[src/rtl/ppa_pkg.sv]
// ----------------------------------------------------------------------------
// ppa_pkg
// Shared types and constants for the push potential argmax block: command and
// status bundles between controller and datapath, codes and fixed values.
// ----------------------------------------------------------------------------
`default_nettype none

package ppa_pkg;

    localparam int JOINT_COUNT = 10;
    localparam int PUSH_WEIGHT = 12;
    localparam int PUSH_FIRST  = 5;
    localparam int PUSH_LAST   = 7;
    localparam int ROOT_STEPS  = 33;

    localparam int IN_W  = 232;
    localparam int OUT_W = 120;
    localparam int SUM_W = 48;

    localparam logic [SUM_W-1:0] BEST_RESET = 48'(-64'sd6553600000);
    localparam logic [SUM_W-1:0] SUM_MAX    = 48'h7FFF_FFFF_FFFF;
    localparam logic [SUM_W-1:0] SUM_MIN    = 48'h8000_0000_0000;

    // push axis codes
    localparam logic [1:0] MODE_OFF = 2'd0;
    localparam logic [1:0] MODE_X   = 2'd1;
    localparam logic [1:0] MODE_Y   = 2'd2;
    localparam logic [1:0] MODE_Z   = 2'd3;

    // register indexes
    localparam logic [1:0] REG_MODE      = 2'd0;
    localparam logic [1:0] REG_CONTACT_X = 2'd1;
    localparam logic [1:0] REG_CONTACT_Y = 2'd2;
    localparam logic [1:0] REG_CONTACT_Z = 2'd3;

    // multiplier operand selects
    localparam logic [2:0] MUL_PUSH = 3'd0;
    localparam logic [2:0] MUL_SQX  = 3'd1;
    localparam logic [2:0] MUL_SQY  = 3'd2;
    localparam logic [2:0] MUL_SQZ  = 3'd3;
    localparam logic [2:0] MUL_DIST = 3'd4;

    typedef struct packed {
        logic       load;
        logic       prep;
        logic       mul_en;
        logic [2:0] mul_op;
        logic       ssq_first;
        logic       ssq_add;
        logic       root_init;
        logic       root_step;
        logic       push_term;
        logic       rest_term;
        logic       acc;
        logic       best;
        logic       out_load;
    } t_cmd;

    typedef struct packed {
        logic joint_ok;
        logic is_push;
        logic is_last;
        logic out_free;
    } t_stat;

endpackage

`default_nettype wire

[src/rtl/ppa_ctrl.sv]
// ----------------------------------------------------------------------------
// ppa_ctrl
// Sequencer for one joint word: operand prep, shared multiplier passes,
// iterative square root, accumulate, best update and result hand-off.
// ----------------------------------------------------------------------------
`default_nettype none

module ppa_ctrl (
    input  wire            i_clk,
    input  wire            i_rst_n,
    input  wire            i_in_valid,
    output logic           o_in_ready,
    input  ppa_pkg::t_stat i_stat,
    output ppa_pkg::t_cmd  o_cmd
);

    localparam logic [3:0] S_IDLE  = 4'd0;
    localparam logic [3:0] S_CHECK = 4'd1;
    localparam logic [3:0] S_PMUL  = 4'd2;
    localparam logic [3:0] S_PWT   = 4'd3;
    localparam logic [3:0] S_SQX   = 4'd4;
    localparam logic [3:0] S_SQY   = 4'd5;
    localparam logic [3:0] S_SQZ   = 4'd6;
    localparam logic [3:0] S_SUM   = 4'd7;
    localparam logic [3:0] S_ROOT  = 4'd8;
    localparam logic [3:0] S_DMUL  = 4'd9;
    localparam logic [3:0] S_RTERM = 4'd10;
    localparam logic [3:0] S_ACC   = 4'd11;
    localparam logic [3:0] S_BEST  = 4'd12;
    localparam logic [3:0] S_OUT   = 4'd13;

    logic [3:0] r_state, n_state;
    logic [5:0] r_cnt, n_cnt;

    assign o_in_ready = (r_state == S_IDLE);

    always_comb begin
        n_state = r_state;
        n_cnt   = r_cnt;
        o_cmd   = '0;
        unique case (r_state)
            S_IDLE: begin
                if (i_in_valid) begin
                    o_cmd.load = 1'b1;
                    n_state    = S_CHECK;
                end
            end
            S_CHECK: begin
                if (!i_stat.joint_ok) begin
                    n_state = S_IDLE;
                end else begin
                    o_cmd.prep = 1'b1;
                    n_state    = i_stat.is_push ? S_PMUL : S_SQX;
                end
            end
            S_PMUL: begin
                o_cmd.mul_en = 1'b1;
                o_cmd.mul_op = ppa_pkg::MUL_PUSH;
                n_state      = S_PWT;
            end
            S_PWT: begin
                o_cmd.push_term = 1'b1;
                n_state         = S_ACC;
            end
            S_SQX: begin
                o_cmd.mul_en = 1'b1;
                o_cmd.mul_op = ppa_pkg::MUL_SQX;
                n_state      = S_SQY;
            end
            S_SQY: begin
                o_cmd.mul_en    = 1'b1;
                o_cmd.mul_op    = ppa_pkg::MUL_SQY;
                o_cmd.ssq_first = 1'b1;
                n_state         = S_SQZ;
            end
            S_SQZ: begin
                o_cmd.mul_en  = 1'b1;
                o_cmd.mul_op  = ppa_pkg::MUL_SQZ;
                o_cmd.ssq_add = 1'b1;
                n_state       = S_SUM;
            end
            S_SUM: begin
                o_cmd.ssq_add   = 1'b1;
                o_cmd.root_init = 1'b1;
                n_cnt           = '0;
                n_state         = S_ROOT;
            end
            S_ROOT: begin
                o_cmd.root_step = 1'b1;
                n_cnt           = r_cnt + 6'd1;
                if (r_cnt == 6'(ppa_pkg::ROOT_STEPS - 1)) begin
                    n_state = S_DMUL;
                end
            end
            S_DMUL: begin
                o_cmd.mul_en = 1'b1;
                o_cmd.mul_op = ppa_pkg::MUL_DIST;
                n_state      = S_RTERM;
            end
            S_RTERM: begin
                o_cmd.rest_term = 1'b1;
                n_state         = S_ACC;
            end
            S_ACC: begin
                o_cmd.acc = 1'b1;
                n_state   = i_stat.is_last ? S_BEST : S_IDLE;
            end
            S_BEST: begin
                o_cmd.best = 1'b1;
                n_state    = S_OUT;
            end
            S_OUT: begin
                if (i_stat.out_free) begin
                    o_cmd.out_load = 1'b1;
                    n_state        = S_IDLE;
                end
            end
            default: begin
                n_state = S_IDLE;
            end
        endcase
    end

    always_ff @(posedge i_clk) begin
        if (!i_rst_n) begin
            r_state <= S_IDLE;
            r_cnt   <= '0;
        end else begin
            r_state <= n_state;
            r_cnt   <= n_cnt;
        end
    end

endmodule

`default_nettype wire

[config.mk]
export PLATFORM = sky130hd
export DESIGN_NAME = ppa_ctrl
export DESIGN_NICKNAME = d
export VERILOG_FILES = /design/src/rtl/ppa_pkg.sv /design/src/rtl/ppa_ctrl.sv
export SDC_FILE = /design/constraint.sdc
export NUM_CORES = 1
export LEC_CHECK = 0
export BUFFER_PORTS_ARGS = -buffer_cell sky130_fd_sc_hd__clkbuf_2
export CAP_MARGIN = 30
export CORE_UTILIZATION = 55
export CTS_BUF_LIST = sky130_fd_sc_hd__clkbuf_8
export DETAILED_ROUTE_END_ITERATION = 12
export PLACE_DENSITY = 0.86
export SLEW_MARGIN = 10
export SYNTH_ARGS = -nofsm -noshare
export SYNTH_HDL_FRONTEND = slang
export SYNTH_SLANG_ARGS = --single-unit
[constraint.sdc]
create_clock -name i_clk -period 3.18 [get_ports i_clk]
set_input_delay 0.636 -clock i_clk [delete_from_list [all_inputs] [get_ports i_clk]]
set_output_delay 0.636 -clock i_clk [all_outputs]
set_load 0.01 [all_outputs]
==> metrics <==
worst reg-to-reg path cell count=3; first-pass GRT wire length=roughly 2800 um; Critical Path RT=~2500 ps; P&R area growth vs syn=17.2%; hold depth=2; RSZ-0062 raised after global routing=false; initial cell density of the core=59.3%; Worst EP arrival=1710 ps; vias in the first global route=621; Resize count post-CTS=0; cell taking the most area after synthesis=dfxtp_1; Bufs on Longest Clock Path=2; Setup crit end kind=output pin; Levels on crit path=3; P_int=268 uW; status=finished, final reports clean; Net Switching=99.8 uW; achievable frequency=~430 MHz; Core ar.=between 1000 and 1500 um2; top-count cell post-synth=nor2_1; Main synth FF type=dfxtp_1; Final #Nets=132; drt pass-1 iters=5; CP peak stage delay=~660 ps; drc violations=0; share of cells above drive strength 1=24.6%; Cells after DPL=roughly 130; floorplan row count=13; gpl congestion=between 0.8 and 0.9; gr usage total=a little over a quarter; Post CTS Setup Buffer Count=0; #FFs+latches synth=10; final setup fails=0; Critical Path Slowest Stage Cell=dfxtp_1; CTS Buf Count=3; clk root buf=clkbuf_8; setup TNS=0 ps; initial drt markers=24; synth warn=0; syn_nets=114; CTS tree=yes; Synth Cell Area=slightly below 800 um2; VDD IR max=between 0.0002 and 0.00025 V; Final Max Slew Viols=0; Synth Instances=roughly 110; vias per cell=5.82; sequential area share after synthesis=between 20% and 30%; endpoints failing hold=0; H-tree levels=1; Switching Fraction=a little over a quarter; Distinct cells, synth=40; share of power burned in registers=40.1%; delay-heaviest family, CP=flip-flops; Period minus WS final=2340 ps; post-route ant nets=0; Clock Pin Slew Worst Setup and Hold Paths=50 ps; EDFF count, synth=0; Worst-Margin Slew=570 ps; grt ovf=0; Hold WC Path Type=flip-flop to flip-flop; skew final=1.96 ps; Max FO, Critical Path=18; Post-synth ARST share=0%; vias=~800; Comb pwr share=16.4%; Post-Route WL=1750 um; crit-path cells=nand2b_1 > nor4b_1 > clkbuf_2; Clock power frac=between 40% and 50%; Post-DP HPWL=1350 um; Power Dens Cells=406 nW/um2; worst path bufs/invs=1; per-cell routed wire length=12.8 um; port bufs=22; I/O pins=23; Setup Crit Path Kind=flip-flop to output pin; clk sinks=10; Die Height=around 39 um; largest net degree at the start of global routing=20; ranking of synthesized cells by area=dfxtp_1 (26%), nor2_1 (6.3%), nand2b_1 (4.1%), o21ai_0 (3.9%), inv_1 (3.4%); clk_lat worst skew=240 ps; average cell area after synthesis=7.35 um2; initial antenna violation count=0; Die W=slightly below 40 um; P_leak=0.400 nW; die area=1560 um2; relative slew slack=just over 60%; hold buffers post-CTS=0; crit start category=flip-flop; period utilization=73.7%; post-synth top area share=25.9%; non-filler instance count after layout=137; max cap viols=0; top cells by instance count after synthesis=nor2_1 (13), dfxtp_1 (10), inv_1 (7), nand2_1 (7), o21ai_0 (6); Diodes inserted=0
layout make-up:
type	count	area, um2
sequential	10	200
fill	104	397
multi-input combinational	78	485
inverter	8	35.0
tap	15	18.8
timing repair buffer	22	110
clock buffer	4	55.1
worst paths after layout:
check                  start         end  slack (ps)
hold / removal      r_cnt[3]    r_cnt[3]         540
setup reg to reg  r_state[3]  r_state[3]        1170
hold reg to reg     r_cnt[3]    r_cnt[3]         540
setup / recovery  r_state[0]   o_cmd[13]         840
logic make-up after synthesis:
family / Yosys count / share of synthesized area [%]
XOR/XNOR: 1 / 1.13
adder cells (fa/ha/maj): 2 / 3.24
AND/OR/NAND/NOR: 46 / 32.6
AO/OA/AOI/OAI: 28 / 24.5
flip-flops: 10 / 25.9
buffers and inverters: 17 / 11.2
multiplexers: 1 / 1.46
metrics by stage:
step | hold WS [ps] | instance area [um2] | total power, mW | setup slack (ps) | utilization [%]
floorplan | 494 | 772 | 0.192 | 1200 | -
global placement | 532 | 850 | 0.207 | 1160 | 65.3
detailed placement | 534 | 850 | 0.209 | 1110 | 65.3
CTS | 543 | 905 | 0.370 | 849 | 69.5
global route | 578 | 905 | 0.384 | 675 | 69.5
finish | 544 | 905 | 0.367 | 836 | 69.5
flip-flops by register name, indices dropped and copies added (netlist names):
signal   cells
r_cnt        6
r_state      4
routing by layer:
metal	share of wire, %	GRT usage (%)
met1	44	31.4
met2	50	45.5
met3	5.3	10.2
met4	1.2	5.17
met5	0	0
power groups by stage:
stage / Combinational [mW] / Clock [mW] / Sequential (mW)
3_3_place_gp: 0.0583 / 0 / 0.148
6_report: 0.0602 / 0.160 / 0.147
2_1_floorplan: 0.0571 / 0 / 0.135
5_1_grt: 0.0665 / 0.168 / 0.149
3_5_place_dp: 0.0599 / 0 / 0.149
4_1_cts: 0.0601 / 0.163 / 0.147
tightest hold or removal path, stage by stage (launching register included):
cell,delay [ps]
dfxtp_1,350
o21ai_0,90
a21boi_1,60
cell usage in the layout, fill, tap and decap left out, types with 2 or more instances in the layout:
cell / instances
a21boi_0: 2
a21oi_1: 5
a22oi_1: 2
and2_1: 4
clkbuf_2: 22
clkbuf_8: 4
dfxtp_1: 10
ha_1: 2
inv_1: 7
nand2_1: 7
nand2b_1: 5
nand3_1: 3
nor2_1: 13
nor2b_1: 2
nor3_1: 2
nor4_1: 3
o211ai_1: 2
o21a_1: 2
o21ai_0: 6
No activity file was read; power rests on OpenSTA's default activity.
